`config.mk`:
```
export PLATFORM = sky130hd
export DESIGN_NAME = bms_front
export DESIGN_NICKNAME = d
export VERILOG_FILES = /design/src/rtl/bms_pkg.sv /design/src/rtl/bms_front.sv
export SDC_FILE = /design/constraint.sdc
export NUM_CORES = 1
export LEC_CHECK = 0
export ABC_AREA = 0
export ABC_CLOCK_PERIOD_IN_PS = 1800
export BUFFER_PORTS_ARGS = -buffer_cell sky130_fd_sc_hd__buf_2
export CAP_MARGIN = 20
export CORE_UTILIZATION = 35
export CTS_BUF_LIST = sky130_fd_sc_hd__clkbuf_2 sky130_fd_sc_hd__clkbuf_4 sky130_fd_sc_hd__clkbuf_8
export DETAILED_ROUTE_END_ITERATION = 16
export GPL_TIMING_DRIVEN = 1
export HOLD_SLACK_MARGIN = 0.12
export PLACE_DENSITY = 0.84
export RECOVER_POWER = 50
export SYNTH_ARGS = -nofsm -noshare
export SYNTH_HDL_FRONTEND = slang
export SYNTH_SLANG_ARGS = --single-unit
```
`constraint.sdc`:
```
create_clock -name i_clk -period 1.8 [get_ports i_clk]
set_input_delay 0.09 -clock i_clk [delete_from_list [all_inputs] [get_ports i_clk]]
set_output_delay 0.09 -clock i_clk [all_outputs]
set_load 0.01 [all_outputs]
```
`src/rtl/bms_pkg.sv`:
```
package bms_pkg;

    localparam int KEY_W = 32;

    typedef struct packed {
        logic signed [KEY_W-1:0] key;
        logic                    last;
    } t_in_item;

    typedef struct packed {
        logic signed [KEY_W-1:0] sorted_key;
        logic                    final_res;
        logic                    overflow;
    } t_out_item;

    // Classified item handed from the front to the back.
    typedef struct packed {
        logic signed [KEY_W-1:0] key;
        logic                    last;
        logic                    store;
        logic                    ovf;
    } t_q_entry;

endpackage

```
`src/rtl/bms_front.sv`:
```
module bms_front
    import bms_pkg::*;
#(
    parameter int DEPTH = 64
) (
    input  logic     i_clk,
    input  logic     i_rst_n,
    input  logic     i_start,
    input  t_in_item i_item,
    input  logic     i_full,
    output logic     o_push,
    output t_q_entry o_entry
);

    localparam int CW = $clog2(DEPTH + 1);

    logic [CW-1:0] r_count;
    logic [CW-1:0] n_count;
    logic          r_drop;
    logic          n_drop;
    logic          store;

    assign o_push = i_start && !i_full;
    assign store  = (r_count < CW'(DEPTH));

    assign o_entry.key   = i_item.key;
    assign o_entry.last  = i_item.last;
    assign o_entry.store = store;
    assign o_entry.ovf   = r_drop || !store;

    always_comb begin
        n_count = r_count;
        n_drop  = r_drop;
        if (o_push) begin
            if (i_item.last) begin
                n_count = '0;
                n_drop  = 1'b0;
            end else begin
                n_count = r_count + CW'(store);
                n_drop  = r_drop || !store;
            end
        end
    end

    always_ff @(posedge i_clk) begin
        if (!i_rst_n) begin
            r_count <= '0;
            r_drop  <= 1'b0;
        end else begin
            r_count <= n_count;
            r_drop  <= n_drop;
        end
    end

endmodule

```
Word-level counts from Yosys, hierarchy flattened:

Index checks and enable logic that the tools add are counted.

* $lt $le $gt $ge: 1
* reduce and logical (&&, ||, !) cells: 4
* muxes and demuxes: 2
* add/subtract/negate cells: 1

Operators with widths (number)
* 7-bit by 1-bit adder with 7-bit output: 1
* 7-bit less-than comparator (second input constant): 1
* 7-bit 2-to-1 mux: 1
* 1-bit zero test: 2
* 1-bit logical AND: 1
* 1-bit logical OR: 1
* 1-bit 2-to-1 mux: 1

* logic and storage cells: 10
* output and inout bits: 36
* flip-flop bits (word level): 8

Depth between registers and ports, before layout:

Gate-level depths: netlist (run 1).

* word-level depth: 4
* gate-level depth with buffers: 6
* mapped depth without buffers: 6

Least setup slack after synthesis (run 1):

OpenSTA, ideal clock, no wires.

* kind: register to register
* start: reg r_count[6]
* end: reg r_count[4]
* buffers on the path: 0
* setup time: 0.066 ns
* clock period less this slack: 1.354 ns
* slack: 0.446 ns
* cell stages (with the launch flop): 7
* arrival time: 1.288 ns
* path through: dfxtp_1 > inv_1 > ha_1 > ha_1 > nand3b_1 > or3_1 > a21oi_2

* word-level cells in the longest chain between the ends: 3

Ends and longest elaborated chain
* start: declaration: RTL line bms_front.sv:17 `logic [CW-1:0] r_count;`
* start signal: assignment: RTL line bms_front.sv:50 `r_count <= n_count;`
* 7-bit less-than comparator: RTL line bms_front.sv:24 `assign store = (r_count < CW'(DEPTH));`
* named net store: RTL line bms_front.sv:21 `logic store;`
* 7-bit by 1-bit adder with 7-bit output: RTL line bms_front.sv:39 `n_count = r_count + CW'(store);`
* 7-bit 2-to-1 mux: RTL line bms_front.sv:35 `if (i_item.last) begin`

The timed path passes the listed nets, and every way through them passes these cells.
A chain may end at the register's enable or synchronous reset.

Worst setup path after layout (run 1):

* start: reg r_count[6]
* end: reg r_count[6]

* word-level cells in the longest chain between the ends: 3

Ends and longest elaborated chain (RTL line)
* 7-bit less-than comparator: bms_front.sv:24
* 7-bit by 1-bit adder with 7-bit output (*): bms_front.sv:39
* 7-bit 2-to-1 mux (*): bms_front.sv:35

Mark *: on every way between the ends. The rest lies on a longest branch, timed or not.

==> results of run 1 <==
[synth_stat cells]
cell type	number	area [sq um]
nor2_2	4	25.0
ha_1	3	37.5
buf_4	34	255
nand3_1	1	5.00
a21bo_1	1	10.0
o21ai_0	4	20.0
a21oi_2	4	35.0
buf_6	2	22.5
mux2i_1	2	20.0
nand4_1	1	6.26
inv_1	2	7.51
nand3b_1	1	7.51
dfxtp_1	8	160
or3_1	4	25.0
xnor2_1	1	8.76
or2_1	1	6.26
nand4b_1	1	8.76
a21oi_1	1	5.00
nand2_1	1	3.75
and2b_1	1	7.51
[worst max-delay path: stages, from the launching register on]
cell and delay (ns):
dfxtp_1 0.33, inv_1 0.09, ha_1 0.15, ha_1 0.14
nand3b_1 0.15, or3_1 0.39, a21oi_2 0.13
[area by class of cell]
| cell class | count | area [sq um] | share of cell area |
|---|---|---|---|
| timing repair buffer | 8 | 40.0 | 0.0812 |
| multi-input combinational | 31 | 231 | 0.470 |
| clock buffer | 3 | 22.5 | 0.0457 |
| inverter | 2 | 7.51 | 0.0152 |
| tap | 25 | 31.3 | 0.0635 |
| sequential | 8 | 160 | 0.325 |
[stage by stage]
step	cells	instance area (sq um)	total power [uW]	worst slack, ns	hold slack, ns
detailed placement	74	470	213	0.348	0.180
global placement	74	470	211	0.392	0.180
CTS	77	493	351	0.334	0.180
global route	77	493	361	0.194	0.180
finish	77	493	340	0.347	0.180
floorplan	77	677	282	0.446	0.272
[registers in the layout, indices dropped and copies added (netlist names)]
register and cells:
r_count 7, r_drop 1
[routing by layer]
metal  vias up  GRT usage  wire, microns
met3         2     0.0595            117
li1        171          -              -
met4         0     0.0588              6
met2        22      0.155            383
met1       152     0.0827            313
met5         -          0              0
[cell families (layout without fill, tap and decap cells)]
| family | count (synthesis) | after routing | share of synthesized area |
|---|---|---|---|
| multiplexers | 2 | 2 | 0.0296 |
| AO/OA/AOI/OAI | 10 | 10 | 0.104 |
| flip-flops | 8 | 8 | 0.237 |
| AND/OR/NAND/NOR | 15 | 15 | 0.140 |
| adder cells (fa/ha/maj) | 3 | 3 | 0.0555 |
| XOR/XNOR | 1 | 1 | 0.0129 |
| buffers and inverters | 38 | 13 | 0.421 |
[power by group through the flow]
stage          Combinational (uW)  Sequential [uW]  Clock (uW)
2_1_floorplan                97.9              185           0
3_3_place_gp                 26.2              185           0
3_5_place_dp                 27.9              185           0
4_1_cts                      28.0              181         141
5_1_grt                      30.9              182         148
6_report                     27.3              181         132
[how the worst min path moves through the flow]
stage,cells after the start,start,endpoint
CTS,0,i_item[21],o_entry[23]
global route,0,i_item[7],o_entry[9]
global placement,0,i_item[21],o_entry[23]
floorplan,1,i_item[8],o_entry[10]
finish,0,i_item[23],o_entry[25]
detailed placement,0,i_item[21],o_entry[23]
==> metrics.yaml, run 1 <==
outcome:
  outcome: "complete, no violations"
sta:
  hold_violations: 0
  finClkSkew_ns: 0.00509
  timing.fmax_mhz: 688
  maxSlewHeadroom: 0.742
  tightest_slew_ns: 0.387
  period_needed_ns: 1.45
  fin_setup_tns_ns: 0
  setup_viol: 0
  drv_slew: 0
  rsz0062_at_grt: "false"
  finalCritPeriodShare: 0.807
worst_setup_path:
  endpoint: "r_count[6]$_SDFFE_PN0P_"
  crit_path_start_kind: "register"
  cp-end-kind: "register"
  r2r_end: "r_count[6]$_SDFFE_PN0P_"
  crit_path_start: "r_count[6]$_SDFFE_PN0P_"
  critical_path_required_ns: 1.98
  reg2reg_from: "r_count[6]$_SDFFE_PN0P_"
  worstPathMaxFanout: 5
  r2r_slack_ns: 0.35
  path_class: "reg -> reg"
  r2r_cells: 6
  arrival_ns: 1.64
cts:
  cts_max_path_buffers: 2
  h-tree-depth: 1
  insertion_delay_ns: 0.25
  clkSlewWorstSetupHoldPaths_ns: 0.05
  cts_resized: 0
  postCtsSetupRepairBufs: 0
  clock_sinks: 8
  root_buffer: "clkbuf_4"
  ctsHoldBuffers: 0
  cts_tree: "done"
  cts_buffers: 3
yosys:
  ys_warn_count: 0
  syn_inst: 77
  synth_seq_area_share: 0.237
  synth.ff_latch_count: 8
  synth_cell_types: 20
  syn-mean-instance-area_sq_um: 8.79
  syn_nets: 117
  syn_area_sq_um: 677
finish:
  finalNetCount: 94
  fillers: 204
  utilization: 0.279
  n_antenna_cell: 0
  final_cell_mix: "buf_2, dfxtp_1"
  areaGrowthSynthToFinish_pct: -27.2
  drive_gt1_frac: 0.365
floorplanning:
  die-area_sq_um: 2110
  dieWidth_microns: 46.0
  die_y_microns: 46.0
  ios: 73
  initial_utilization: 0.384
  core.rowCount: 15
  coreArea_sq_um: 1760
power_and_ir_drop:
  leakagePower_uw: 0.000180
  p_sw_uw: 72.8
  ir_drop_uv: 280
  p_per_area_nw_per_um2: 691
  sw_frac_of_total: 0.214
  pwr-share-seq: 0.533
  p_int_uw: 268
  pwr-share-clk: 0.387
  share_comb_of_total_power: 0.080
route:
  routedWlPerCell_microns: 10.7
  postRouteAntennaNets: 0
  totalWireLength_microns: 822
  vias: 347
  drcViolationCount: 0
  avgViaCountPerCell: 4.51
  drt-initial-drc-count: 5
  dr.pass1.iters: 2
global_routing:
  grt_pass1_vias: 329
  antenna_found_initial: 0
  grt_overflow: 0
  grt_max_degree: 9
  grt_pass1_wl_mm: 1.32
  grtUsageTotal: 0.0931
worst_hold_path:
  hold_path.class: "in -> out"
placed_design:
  globalplace.congestion: 0.695
  placement.io_buffers: 8
  hpwl_microns: 656
run:
  maxCapViolCount: 0
Power figures use the tool's default switching activity.
==> inputs of run 2 (changes only) <==
--- a/config.mk
+++ b/config.mk
@@ -6,7 +6,7 @@
 export NUM_CORES = 1
 export LEC_CHECK = 0
 export ABC_AREA = 0
-export ABC_CLOCK_PERIOD_IN_PS = 1800
+export ABC_CLOCK_PERIOD_IN_PS = 1400
 export BUFFER_PORTS_ARGS = -buffer_cell sky130_fd_sc_hd__buf_2
 export CAP_MARGIN = 20
 export CORE_UTILIZATION = 35
==> constraint.sdc (replaced) <==
create_clock -name i_clk -period 1.4 [get_ports i_clk]
set_input_delay 0.07 -clock i_clk [delete_from_list [all_inputs] [get_ports i_clk]]
set_output_delay 0.07 -clock i_clk [all_outputs]
set_load 0.01 [all_outputs]
==> run 2 against run 1 <==
Effect of this change: global-route usage grew 0.89 points; power grew 33%; clock-buffer cell count is the same; combinational power grew 42%; setup slack lost 0.33 ns; maximum frequency grew 5.2%; flip-flop and latch count is the same; via count grew 10%; register-to-register slack lost 0.33 ns; critical path type unchanged; critical endpoint unchanged; largest cell class unchanged.
==> metrics.yaml, run 2 (synthesized netlist as in run 1, its figures left out) <==
outcome:
  outcome: "complete, no violations"
floorplanning:
  ios: 73  # unchanged
  die_y_microns: 46.0  # unchanged
  die-area_sq_um: 2110  # unchanged
  initial_utilization: 0.384  # unchanged
  coreArea_sq_um: 1760  # unchanged
  core.rowCount: 15  # unchanged
  dieWidth_microns: 46.0  # unchanged
global_routing:
  grt_max_degree: 9  # unchanged
  grt_pass1_vias: 370  # +12%
  grt_pass1_wl_mm: 1.46  # +11%
  grtUsageTotal: 0.102  # +0.00891
  antenna_found_initial: 0  # unchanged
  grt_overflow: 0  # unchanged
sta:
  tightest_slew_ns: 0.393  # +0.00574 ns
  finClkSkew_ns: 0.00209  # -0.00301 ns
  drv_slew: 0  # unchanged
  finalCritPeriodShare: 0.986  # +0.179
  rsz0062_at_grt: "true"
  hold_violations: 0  # unchanged
  timing.fmax_mhz: 724  # +5.2%
  maxSlewHeadroom: 0.738  # -0.00383
  setup_viol: 0  # unchanged
  period_needed_ns: 1.38  # -0.0720 ns
placed_design:
  placed_cell_area_sq_um: 485  # +3.2%
  hpwl_microns: 696  # +6.1%
  place_inst: 76  # +2.7%
  placement.io_buffers: 8  # unchanged
  globalplace.congestion: 0.717  # +3.2%
power_and_ir_drop:
  p_int_uw: 348  # +30%
  sw_frac_of_total: 0.230  # +0.0164
  ir_drop_uv: 457  # +64%
  pwr-share-clk: 0.393  # +0.006
  leakagePower_uw: 0.000197  # +9.8%
  p_sw_uw: 104  # +43%
  share_comb_of_total_power: 0.086  # +0.006
  p_per_area_nw_per_um2: 843  # +22%
  pwr-share-seq: 0.520  # -0.013
cts:
  cts_buffers: 3  # unchanged
  clock_sinks: 8  # unchanged
  cts_tree: "done"
  root_buffer: "clkbuf_4"
  clkSlewWorstSetupHoldPaths_ns: 0.05  # about the same
  cts_max_path_buffers: 2  # unchanged
  h-tree-depth: 1  # unchanged
  ctsHoldBuffers: 0  # unchanged
  insertion_delay_ns: 0.25  # about the same
finish:
  layout_commonest_cell: "buf_2"
  design_area_sq_um: 536  # +8.6%
  reg_top3: "r_count x7, r_drop x1"
  regMostFlops: "r_count"
  final_cell_mix: "buf_2, dfxtp_1, a21oi_2, nor2_2"
  n_antenna_cell: 0  # unchanged
  areaGrowthSynthToFinish_pct: -20.9
  drive_gt1_frac: 0.491  # +0.126
  largest_reg_flops: 7  # unchanged
  final_cells: 80  # +3.9%
  fillers: 198  # -2.9%
  finalNetCount: 97  # +3.2%
  utilization: 0.304  # +0.0241
route:
  dr.pass1.iters: 4  # +2
  avgViaCountPerCell: 4.78  # +6.0%
  vias: 382  # +10%
  totalWireLength_microns: 988  # +20%
  drcViolationCount: 0  # unchanged
  postRouteAntennaNets: 0  # unchanged
  routedWlPerCell_microns: 12.4  # +16%
  drt-initial-drc-count: 2  # -3
worst_hold_path:
  hold_path.class: "in -> out"
worst_setup_path:
  r2r_slack_ns: 0.02  # -0.33 ns
  worstPathMaxFanout: 4  # -1
  critical_path_required_ns: 1.59  # -0.39 ns
  arrival_ns: 1.57  # -0.07 ns
  path_class: "reg -> reg"
  crit_path_start_kind: "register"
  cp-end-kind: "register"
run:
  maxCapViolCount: 0  # unchanged
run 2: changes by cell type in the layout (fill, tap and decap cells not counted), sizes merged:
cell / previous run / this run
buf: 8 / 11
run 2: final timing paths:
check | to | from | cells after the start
hold / removal | o_entry[25] | i_item[23] | 0
setup reg to reg | r_count[6]$_SDFFE_PN0P_ | r_count[6]$_SDFFE_PN0P_ | 6
setup / recovery | r_count[6]$_SDFFE_PN0P_ | r_count[6]$_SDFFE_PN0P_ | 6
hold reg to reg | r_drop$_SDFFE_PN0P_ | r_drop$_SDFFE_PN0P_ | 2
run 2: power by group through the flow:
stage	Sequential (uW)	Clock [uW]	Combinational [uW]
final	235	178	38.9
after global placement	238	0	34.3
after detailed placement	238	0	35.4
after floorplan	237	0	126
after global routing	235	207	43.6
after CTS	233	186	35.4
run 2: stage by stage:
stage | worst slack, ns | setup TNS (ns) | hold slack, ns | power [uW]
final | 0.0194 | 0 | 0.140 | 451
after global routing | -0.0196 | -0.0226 | 0.140 | 486
after CTS | 0.00242 | 0 | 0.140 | 454
after detailed placement | -0.00295 | -0.00295 | 0.140 | 273
after global placement | 0.0599 | 0 | 0.140 | 272
after floorplan | 0.0463 | 0 | 0.232 | 363
run 2: timing repair:
action	in CTS	in global routing
endpoints found under the setup margin	2	2
setup buffers	0	1
pin swaps	2	6
gates resized for setup	1	6
run 2: critical path: stages, from the launching register on:
cell and delay (ns):
dfxtp_2 0.32, inv_2 0.09, ha_4 0.14, ha_1 0.13, nand3b_1 0.13, or3_4 0.39, a21oi_2 0.11
run 2: final cells by class:
type | count | area, sq um | area share
multi-input combinational | 31 | 249 | 0.465
clock buffer | 3 | 22.5 | 0.0421
timing repair buffer | 11 | 62.6 | 0.117
inverter | 2 | 7.51 | 0.0140
sequential | 8 | 163 | 0.304
tap | 25 | 31.3 | 0.0584
run 2: metal layers:
metal | share of wire | up-vias | track usage
met1 | 0.33 | 178 | 0.0757
li1 | - | 177 | -
met4 | 0.0061 | 0 | 0.0588
met5 | 0 | - | 0
met3 | 0.13 | 4 | 0.0714
met2 | 0.53 | 23 | 0.186
