--- config.mk ---
export PLATFORM = sky130hd
export DESIGN_NAME = bms_queue
export DESIGN_NICKNAME = d
export VERILOG_FILES = /design/src/rtl/bms_pkg.sv /design/src/rtl/bms_queue.sv
export SDC_FILE = /design/constraint.sdc
export NUM_CORES = 1
export LEC_CHECK = 0
export ABC_AREA = 1
export BUFFER_PORTS_ARGS = -buffer_cell sky130_fd_sc_hd__buf_2
export CAP_MARGIN = 10
export CORE_MARGIN = 3
export CORE_UTILIZATION = 39
export DETAILED_ROUTE_END_ITERATION = 10
export PLACE_DENSITY = 0.54
export SLEW_MARGIN = 0
export SYNTH_ARGS = -nofsm -noshare
export SYNTH_HDL_FRONTEND = slang
export SYNTH_SLANG_ARGS = --single-unit
--- constraint.sdc ---
create_clock -name i_clk -period 2 [get_ports i_clk]
set_clock_uncertainty 0.15 [all_clocks]
set_input_delay 0.1 -clock i_clk [delete_from_list [all_inputs] [get_ports i_clk]]
set_output_delay 0.1 -clock i_clk [all_outputs]
set_load 0.05 [all_outputs]
--- src/rtl/bms_pkg.sv ---
package bms_pkg;

    localparam int KEY_W = 32;

    typedef struct packed {
        logic signed [KEY_W-1:0] key;
        logic                    last;
    } t_in_item;

    typedef struct packed {
        logic signed [KEY_W-1:0] sorted_key;
        logic                    final_res;
        logic                    overflow;
    } t_out_item;

    // Classified item handed from the front to the back.
    typedef struct packed {
        logic signed [KEY_W-1:0] key;
        logic                    last;
        logic                    store;
        logic                    ovf;
    } t_q_entry;

endpackage

--- src/rtl/bms_queue.sv ---
module bms_queue
    import bms_pkg::*;
(
    input  logic     i_clk,
    input  logic     i_rst_n,
    input  logic     i_push,
    input  t_q_entry i_entry,
    input  logic     i_pop,
    output t_q_entry o_head,
    output logic     o_empty,
    output logic     o_full
);

    localparam int QD = 4;
    localparam int PW = $clog2(QD);

    t_q_entry     r_mem [QD];
    logic [PW-1:0] r_wr;
    logic [PW-1:0] r_rd;
    logic [PW:0]   r_cnt;

    assign o_head  = r_mem[r_rd];
    assign o_empty = (r_cnt == '0);
    assign o_full  = (r_cnt == (PW+1)'(QD));

    always_ff @(posedge i_clk) begin
        if (i_push) begin
            r_mem[r_wr] <= i_entry;
        end
    end

    always_ff @(posedge i_clk) begin
        if (!i_rst_n) begin
            r_wr  <= '0;
            r_rd  <= '0;
            r_cnt <= '0;
        end else begin
            if (i_push) begin
                r_wr <= r_wr + 1'b1;
            end
            if (i_pop) begin
                r_rd <= r_rd + 1'b1;
            end
            r_cnt <= r_cnt + (PW+1)'(i_push) - (PW+1)'(i_pop);
        end
    end

endmodule

# Yosys cells after proc, flatten, opt, wreduce, memory -nomap -nowiden

Memories as Yosys holds them, arrays and structs flattened. A register that Yosys moved wholly into a read port is not among the register bits.
Cells that the tools add are included.

Reductions and logical operators: 1
$add $sub $neg: 4
Muxes and demuxes: 4
Equal/unequal tests: 1

Operators by type and width:

| kind                  | number |
|---|---|
| $add A2 B1 Y2 const B | 2 |
| $mux W2               | 2 |
| $add A3 B1 Y3         | 1 |
| $eq A3 B3 Y1 const B  | 1 |
| $logic_not A3 Y1      | 1 |
| $sub A3 B1 Y3         | 1 |
| $mux W1               | 2 |

Register bits: 7
Memories kept: 1
Memory bits (writable): 140
Logic and storage cells: 14

Memories:

| memory | words | width | read ports | clocked after Yosys merged registers in | wr ports | RTL line        | RTL |
|---|---|---|---|---|---|---|---|
| r_mem  | 4     | 35    | 1          | 1                                       | 1        | bms_queue.sv:17 | `t_q_entry r_mem [QD];` |

# Longest topological paths before layout

Gate-level depths: netlist (run 1).

Depth after elaboration: 3
Mapped depth: 8
Depth with buffers taken out: 8

# Worst setup path before layout (run 1)

No wires, ideal clock.

Path type: reg2reg
Start: register r_wr[0]
End: memory r_mem[2][0] in the netlist's numbering (enable)
Arrival time: 1.279 ns
Stages on the path, launching flop included: 5
Clock period less this slack: 1.819 ns
Library setup time: 0.390 ns
Data required time: 1.460 ns
Path slack: 0.181 ns
Cell sequence: dfxtp_1 > inv_1 > ha_1 > nand2_1 > inv_1

RTL lines:

| what                     | RTL line        | RTL |
|---|---|---|
| start: declaration       | bms_queue.sv:18 | `logic [PW-1:0] r_wr;` |
| start signal: assignment | bms_queue.sv:39 | `r_wr <= r_wr + 1'b1;` |
| end: declaration         | bms_queue.sv:17 |  |

Straight into the memory's write port.

==> flow_summary.ini, run 1 <==
[placement]
place_congestion = 0.729
portBuffers = 75
dp_hpwl_um = 6700

[clocking]
clock-root-buffer = clkbuf_16
htree_levels = 4
path_clk_slew_ns = 0.06
numCtsBuffers = 17
worstSkewPairLatency_ns = 0.41
cts_tree = yes
clock_sinks = 149
clk_path_buf_depth = 2

[worst_setup_path]
start_kind = register
crit_chain = buf_4 > o211ai_1 > nand2_1 > buf_2
r2r_setup_slack_ns = 0.28
max_stage_delay_ns = 0.48
crit_slowest_cell = dfxtp_4
endpoint_kind = primary output
crit_type = reg -> out
worstPathRequired_ns = 1.75
r2r_start = r_cnt[0]$_SDFF_PN0_
worstPathMaxFanout = 16
worst_ep_arrival_time_ns = 1.60
timing.rr.end = r_cnt[2]$_SDFF_PN0_
reg2reg_depth = 7

[sta]
period_needed_ns = 1.85
finalHoldViolCount = 0
fin_tns_setup_ns = 0
slew_headroom_pct = 72.5
max_freq_ghz = 0.540
worstMarginPinSlew_ns = 0.413
drv_slew = 0
fin_crit_sh_pct = 92.5
setup_viol = 0

[routing]
drtIter0Drc = 224
vias = 3628
avgRoutedWirePerCell_um = 13.9
dr.pass1.iters = 4
ant_nets = 0
drc = 0
routed_via_density = 4.60
wl_um = 11000

[finish]
antennaDiodeCount = 0
layout-drive-gt1-share_pct = 21.4
syn_to_final_growth_pct = 26.7
postLayoutCoreUtil_pct = 51.3
fill_cells = 1244
layout.nets = 637

[grt]
grtUsageTotal_pct = 14.1
antenna_found_initial = 0
grt_first_pass_wirelength_um = 17900
first_global_vias = 3579
overflow = 0
grt_max_degree = 36

[floorplan]
start_util_pct = 40.5
ioPinCount = 76
dieArea_sq_um = 16900
core-area_sq_um = 14800
die_y_um = 130
die_w_um = 130
rows = 44

[worst_hold_path]
holdPathStages = 2
hold_path_class = in -> reg
hp-start = i_entry[16]
holdPathEnd = r_mem[1][16]$_DFFE_PP_

[power]
powerDensity_nw_per_um2 = 1020
p_seq_share_pct = 47.0
netSwitchingFraction_pct = 25.9
p_switching_mw = 1.99
clkPwrFrac_pct = 38.5
worst_ir_drop_vdd_mv = 0.693
comb_power_share_pct = 14.6
internal_power_mw = 5.71
p_leak_nw = 3.03

[status]
status = finished, final reports clean

[synthesis]
yosysUniqueCellTypes = 17
ys_ff_latch = 149
yosysWarnings = 0
yosysSeqAreaShare_pct = 73.3
syn_inst = 464
synth_area_per_cell_sq_um = 12.9
syn-cell-area_sq_um = 5980
synth_nets = 510

[job]
maxCapViolCount = 0
-- cell usage in the layout (no fill, tap or decap), types with 6 or more instances in the layout --
| master | Yosys | layout |
|---|---|---|
| edfxtp_1 | 140 | 140 |
| inv_1 | 85 | 81 |
| nand2_1 | 80 | 80 |
| buf_2 | 13 | 75 |
| a21oi_1 | 41 | 41 |
| dlygate4sd3_1 | 0 | 39 |
| o211ai_1 | 30 | 30 |
| o21ai_1 | 20 | 20 |
| o21ai_0 | 19 | 19 |
| clkbuf_16 | 0 | 17 |
| buf_4 | 4 | 10 |
| dfxtp_1 | 9 | 7 |
| ha_1 | 6 | 6 |
| buf_12 | 0 | 6 |
-- metal layers --
layer  up-vias  GRT usage (%)  wire length (um)
met5         -              0                 0
met4         0           5.87               164
met3        13           4.05               371
met2        63           23.1              5370
met1      1695           17.6              5070
li1       1857              -                 -
-- cells in the mapped netlist (all sizes together) --
library cell / n / area, sq um
ha: 6 / 75.1
a21oi: 41 / 205
buf: 24 / 174
o211ai: 35 / 288
edfxtp: 140 / 4200
nand3: 1 / 5.00
nand2: 80 / 300
nor2: 2 / 7.51
o21ai: 39 / 195
dfxtp: 9 / 180
fa: 1 / 20.0
inv: 85 / 319
nor3: 1 / 5.00
-- through the flow --
stage	cells	hold slack, ns	power (mW)	cell area [sq um]	setup slack, ns
CTS	786	0.258	7.79	7550	0.00907
global placement	714	0.161	4.74	6600	0.320
floorplan	464	0.0419	4.45	5980	0.181
global route	788	0.279	8.05	7570	-0.00144
detailed placement	714	0.164	4.75	6600	0.286
finish	788	0.288	7.70	7570	0.150
-- cell families after synthesis --
| group | count (synthesis) | synth area share (%) |
|---|---|---|
| fa+ha+maj | 7 | 1.59 |
| simple gates | 84 | 5.32 |
| compound gates | 115 | 11.5 |
| buf+inv | 109 | 8.25 |
| flops | 149 | 73.3 |
-- registers in the layout, indices dropped and copies added, names as in the netlist, named ones only --
signal	count
r_rd	2
r_mem	140
r_cnt	3
r_wr	2
-- worst max-delay path: cells and delay by family, from the launching register on --
| family | cells | cell delay (ns) |
|---|---|---|
| AOI/OAI and AO/OA | 1 | 0.12 |
| buffers and inverters | 2 | 0.51 |
| DFF | 1 | 0.48 |
| and+or+nand+nor | 1 | 0.09 |
-- power groups by stage --
stage                     clock (mW)  combinational, mW  sequential [mW]
after global placement             0               1.05             3.68
final                           2.96               1.12             3.62
after global routing            3.18               1.24             3.63
after CTS                       3.04               1.14             3.62
after detailed placement           0               1.07             3.69
after floorplan                    0              0.784             3.66
-- area by class of cell --
type / count / area (sq um) / area share [%]
multi-input cells: 206 / 1100 / 14.5
repair buffers: 132 / 983 / 13.0
clock inverters: 11 / 110 / 1.45
clock buffers: 21 / 440 / 5.82
well taps: 184 / 230 / 3.04
inverters: 85 / 319 / 4.21
flip-flops and latches: 149 / 4390 / 58.0
-- how the worst max path moves through the flow --
stage	startpoint	end	slack [ns]	cells past startpoint
after floorplan	r_wr[0]$_SDFFE_PN0P_	r_mem[2][0]$_DFFE_PP_	0.18	4
after global placement	r_cnt[0]$_SDFF_PN0_	r_cnt[2]$_SDFF_PN0_	0.32	7
after detailed placement	r_cnt[0]$_SDFF_PN0_	r_cnt[2]$_SDFF_PN0_	0.29	7
after CTS	register	o_head[22]	0.009	4
after global routing	register	o_head[11]	-0.001	5
final	register	o_head[25]	0.15	4
-- timing repair --
action / CTS / global route
hold buffers: 39 / 0
endpoints found under the hold margin: 149 / 0
buffers inserted: 1 / 2
endpoints found under the setup margin: 14 / 17
gates resized for setup: 0 / 2
No activity file was read; power rests on OpenSTA's default activity.
==> inputs of run 2 (changes only) <==
Settings changed: ABC_CLOCK_PERIOD_IN_PS from default to 2000, REMOVE_ABC_BUFFERS from default to 1, SKIP_CTS_REPAIR_TIMING from default to 1.
==> run 2 against run 1 <==
  * Power is 5.5% higher
  * Critical path depth stayed put
  * Worst setup slack worse by 0.038 ns
  * Cell count stayed put
  * Die area stayed put
  * Utilization is 0.76 points higher
  * Register-to-register slack hardly changed
  * Sequential power hardly changed
  * Cell area is 1.5% higher
  * Largest power group unchanged
==> flow_summary.ini, run 2 (synthesized netlist as in run 1, its figures left out) <==
[power]
comb_power_share_pct = 13.9
p_seq_share_pct = 44.6
clkPwrFrac_pct = 41.5
p_switching_mw = 2.03
worst_ir_drop_vdd_mv = 0.522
netSwitchingFraction_pct = 25.0
internal_power_mw = 6.09
powerDensity_nw_per_um2 = 1060
p_leak_nw = 3.08

[grt]
grtUsageTotal_pct = 13.3
antenna_found_initial = 0
grt_first_pass_wirelength_um = 16700
overflow = 0
grt_max_degree = 45
first_global_vias = 3198

[worst_setup_path]
crit_type = reg -> out
max_stage_delay_ns = 0.48
worst_ep_arrival_time_ns = 1.64
start_kind = register
crit_slowest_cell = dfxtp_4
crit_chain = buf_12 > o211ai_1 > nand2_1 > buf_2
worstPathMaxFanout = 33
endpoint_kind = primary output
r2r_setup_slack_ns = 0.27
worstPathRequired_ns = 1.75

[finish]
final_common_cell = edfxtp_1
top_regs = r_mem (140), r_cnt (3)
layout.nets = 637
syn_to_final_growth_pct = 28.6
antennaDiodeCount = 0
largest_reg_flops = 140
regMostFlops = r_mem
postLayoutCoreUtil_pct = 52.1
mostFrequentLayoutCells = edfxtp_1 (140), inv_1 (81), nand2_1 (80)
layout-drive-gt1-share_pct = 22.2

[sta]
worstMarginPinSlew_ns = 0.319
finalHoldViolCount = 0
slew_headroom_pct = 78.7
drv_slew = 0
holdWs_ns = 0.287
setup_viol = 0
fin_crit_sh_pct = 94.4
fin_tns_setup_ns = 0
period_needed_ns = 1.89
rsz0062_at_grt = no
max_freq_ghz = 0.530

[floorplan]
rows = 44
die_y_um = 130
die_w_um = 130
core-area_sq_um = 14800
ioPinCount = 76
dieArea_sq_um = 16900
start_util_pct = 40.5

[routing]
drc = 0
avgRoutedWirePerCell_um = 13.9
routed_via_density = 4.61
dr.pass1.iters = 4
topRoutingLayerUsed = met4
drtIter0Drc = 163
wl_um = 11000
vias = 3630
wl_met1_um = 5170
met3_wirelength_um = 547
ant_nets = 0
dr_wl_met2_um = 5050

[clocking]
numCtsBuffers = 17
worstSkewPairLatency_ns = 0.41
clock-root-buffer = clkbuf_16
clock_sinks = 149
path_clk_slew_ns = 0.06
htree_levels = 4
clk_path_buf_depth = 2
cts_tree = yes

[placement]
dp_hpwl_um = 6570
portBuffers = 75
place_congestion = 0.701

[job]
maxCapViolCount = 0

[worst_hold_path]
hold_path_class = in -> reg

[status]
status = finished, final reports clean
[run 2: cell types whose count changed in the layout (fill, tap and decap cells not counted), moves of 2 or more]
cell and delta:
clkinv_4 +2, bufinv_16 +3, buf_12 +2, clkbuf_1 -4
[run 2: power groups by stage]
stage	Clock, mW	Combinational, mW	Sequential, mW
floorplan	0	0.687	3.72
global placement	0	1.04	3.69
detailed placement	0	1.06	3.69
CTS	3.46	1.06	3.63
global route	3.60	1.23	3.63
finish	3.37	1.13	3.62
[run 2: area by class of cell]
| class | count | area, sq um |
|---|---|---|
| multi-input cells | 206 | 1100 |
| clock buffers | 17 | 425 |
| repair buffers | 132 | 1010 |
| well taps | 184 | 230 |
| clock inverters | 15 | 211 |
| fillers | 1287 | 7070 |
| inverters | 85 | 319 |
| flip-flops and latches | 149 | 4390 |
[run 2: per-layer routing]
metal	vias to the layer above	GRT usage (%)
met2	78	20.7
li1	1855	-
met3	16	4.18
met5	-	0
met1	1681	17.0
met4	0	6.30
[run 2: worst max-delay path: cells and delay by family, from the launching register on]
| kind | cells | cell delay (ns) |
|---|---|---|
| flops | 1 | 0.48 |
| buf+inv | 2 | 0.51 |
| simple gates | 1 | 0.11 |
| compound gates | 1 | 0.12 |
[run 2: through the flow]
stage	setup WS, ns	cells	total power [mW]	area (sq um)
2_1_floorplan	-1.52	440	4.41	5800
3_3_place_gp	0.346	712	4.73	6610
3_5_place_dp	0.275	712	4.76	6610
4_1_cts	-0.0705	744	8.15	7250
5_1_grt	0.00440	788	8.46	7690
6_report	0.112	788	8.12	7690
[run 2: worst paths after layout]
kind	end	cells past startpoint	start
max	o_head[12]	4	register
min	r_mem[2][16]$_DFFE_PP_	2	i_entry[16]
max reg2reg	r_cnt[2]$_SDFF_PN0_	7	r_cnt[0]$_SDFF_PN0_
min reg2reg	register	2	r_rd[1]$_SDFFE_PN0P_
==> inputs of run 3 (changes only) <==
Settings changed: ABC_CLOCK_PERIOD_IN_PS 2000 to 2360, SETUP_SLACK_MARGIN from default to 0.15.
Clock period 2 ns to 2.36 ns, I/O delays scaled along.
==> run 3 against run 2 <==
  * Utilization down 0.56 points
  * Combinational power down 17%
  * Power down 16%
  * Clock power down 18%
  * Worst setup slack better by 0.24 ns
  * Register-to-register slack better by 0.39 ns
  * Count of clock-buffer cells in the layout up 1
  * First-iteration DRC count up 35%
  * Critical path type unchanged
==> flow_summary.ini, run 3 (synthesized netlist as in run 1, its figures left out) <==
[power]
powerDensity_nw_per_um2 = 892
p_leak_nw = 3.05
fin_total_pwr_mw = 6.78
worst_ir_drop_vdd_mv = 0.512

[routing]
ant_nets = 0
drc = 0
drtIter0Drc = 220
dr.pass1.iters = 4
routed_via_density = 4.67
avgRoutedWirePerCell_um = 14.6
vias = 3675
wl_um = 11500

[clocking]
numCtsBuffers = 17
path_clk_slew_ns = 0.06
htree_levels = 4
clk_path_buf_depth = 2
clock-root-buffer = clkbuf_16
clock_sinks = 149
cts_tree = yes
worstSkewPairLatency_ns = 0.41

[sta]
max_freq_ghz = 0.498
fin_crit_sh_pct = 85.1
period_needed_ns = 2.01
rsz0062_at_grt = no
slew_headroom_pct = 66.9
worstMarginPinSlew_ns = 0.495
finalHoldViolCount = 0
setup_viol = 0
drv_slew = 0
fin_tns_setup_ns = 0

[finish]
regMostFlops = r_mem
largest_reg_flops = 140
mostFrequentLayoutCells = edfxtp_1 (140), inv_1 (81), nand2_1 (80)
antennaDiodeCount = 0
final_cells = 787
layout-drive-gt1-share_pct = 22.1
syn_to_final_growth_pct = 27.2
layout.nets = 636
fill_cells = 1325
finish.instance_area_sq_um = 7600
final_common_cell = edfxtp_1
top_regs = r_mem (140), r_cnt (3)

[worst_setup_path]
endpoint_kind = primary output
worst_ep_arrival_time_ns = 1.74
start_kind = register
crit_slowest_cell = dfxtp_4
worstPathMaxFanout = 22
crit_type = reg -> out
crit_chain = buf_4 > o211ai_1 > nand2_1 > buf_2
worstPathRequired_ns = 2.09
max_stage_delay_ns = 0.49

[placement]
dp.cells = 715
dp_hpwl_um = 7240
dpl-instance-area_sq_um = 6570
portBuffers = 75
place_congestion = 0.678

[grt]
antenna_found_initial = 0
first_global_vias = 3444
grtUsageTotal_pct = 14.2
grt_max_degree = 50
grt_first_pass_wirelength_um = 18000
overflow = 0

[status]
status = finished, final reports clean

[floorplan]
die_y_um = 130
dieArea_sq_um = 16900
rows = 44
start_util_pct = 40.5
ioPinCount = 76
core-area_sq_um = 14800
die_w_um = 130

[worst_hold_path]
hold_path_class = in -> reg

[job]
maxCapViolCount = 0
## run 3: per-layer routing
layer  routed length, um  share of wire [%]  vias to the layer above  track usage, %
met5                   0                  0                        -               0
met4                 121                1.1                        0            5.56
met3                 532                4.6                       12            5.24
met2                5700                 50                       81            22.6
met1                5150                 45                     1729            17.7
li1                    -                  -                     1853               -
## run 3: worst paths after layout
check,startpoint,endpoint,slack (ns),cells after the start
worst max-delay path,register,o_head[9],0.35,4
worst min-delay path,i_entry[16],r_mem[2][16]$_DFFE_PP_,0.30,2
worst max register to register,r_cnt[0]$_SDFF_PN0_,r_cnt[2]$_SDFF_PN0_,0.66,7
worst min register to register,r_rd[1]$_SDFFE_PN0P_,register,0.32,2
## run 3: area by class of cell
type                       instances  area [sq um]  area share, %
tap                              184           230           3.03
clock buffer                      18           429           5.64
timing repair buffer             131           948           12.5
sequential                       149          4390           57.8
clock inverter                    14           184           2.42
multi-input combinational        206          1100           14.5
inverter                          85           319           4.20
## run 3: critical path, delay by kind of cell, from the launching register on
kind,cells,cell delay [ns]
buffers and inverters,2,0.58
AOI/OAI and AO/OA,1,0.14
and+or+nand+nor,1,0.11
DFF,1,0.49
## run 3: report_power, final
| group | internal [mW] | leakage (nW) | switching (mW) |
|---|---|---|---|
| registers | 3.02 | 1.36 | 0.0519 |
| clock network | 1.76 | 0.294 | 1.02 |
| logic | 0.266 | 1.39 | 0.670 |
## run 3: metrics by stage
step	utilization, %	setup slack [ns]	hold slack, ns
final	51.5	0.352	0.298
after global routing	51.5	0.224	0.295
after CTS	48.7	0.174	-0.256
after detailed placement	44.5	0.626	0.186
after global placement	44.5	0.650	0.181
after floorplan	-	-1.18	0.0599
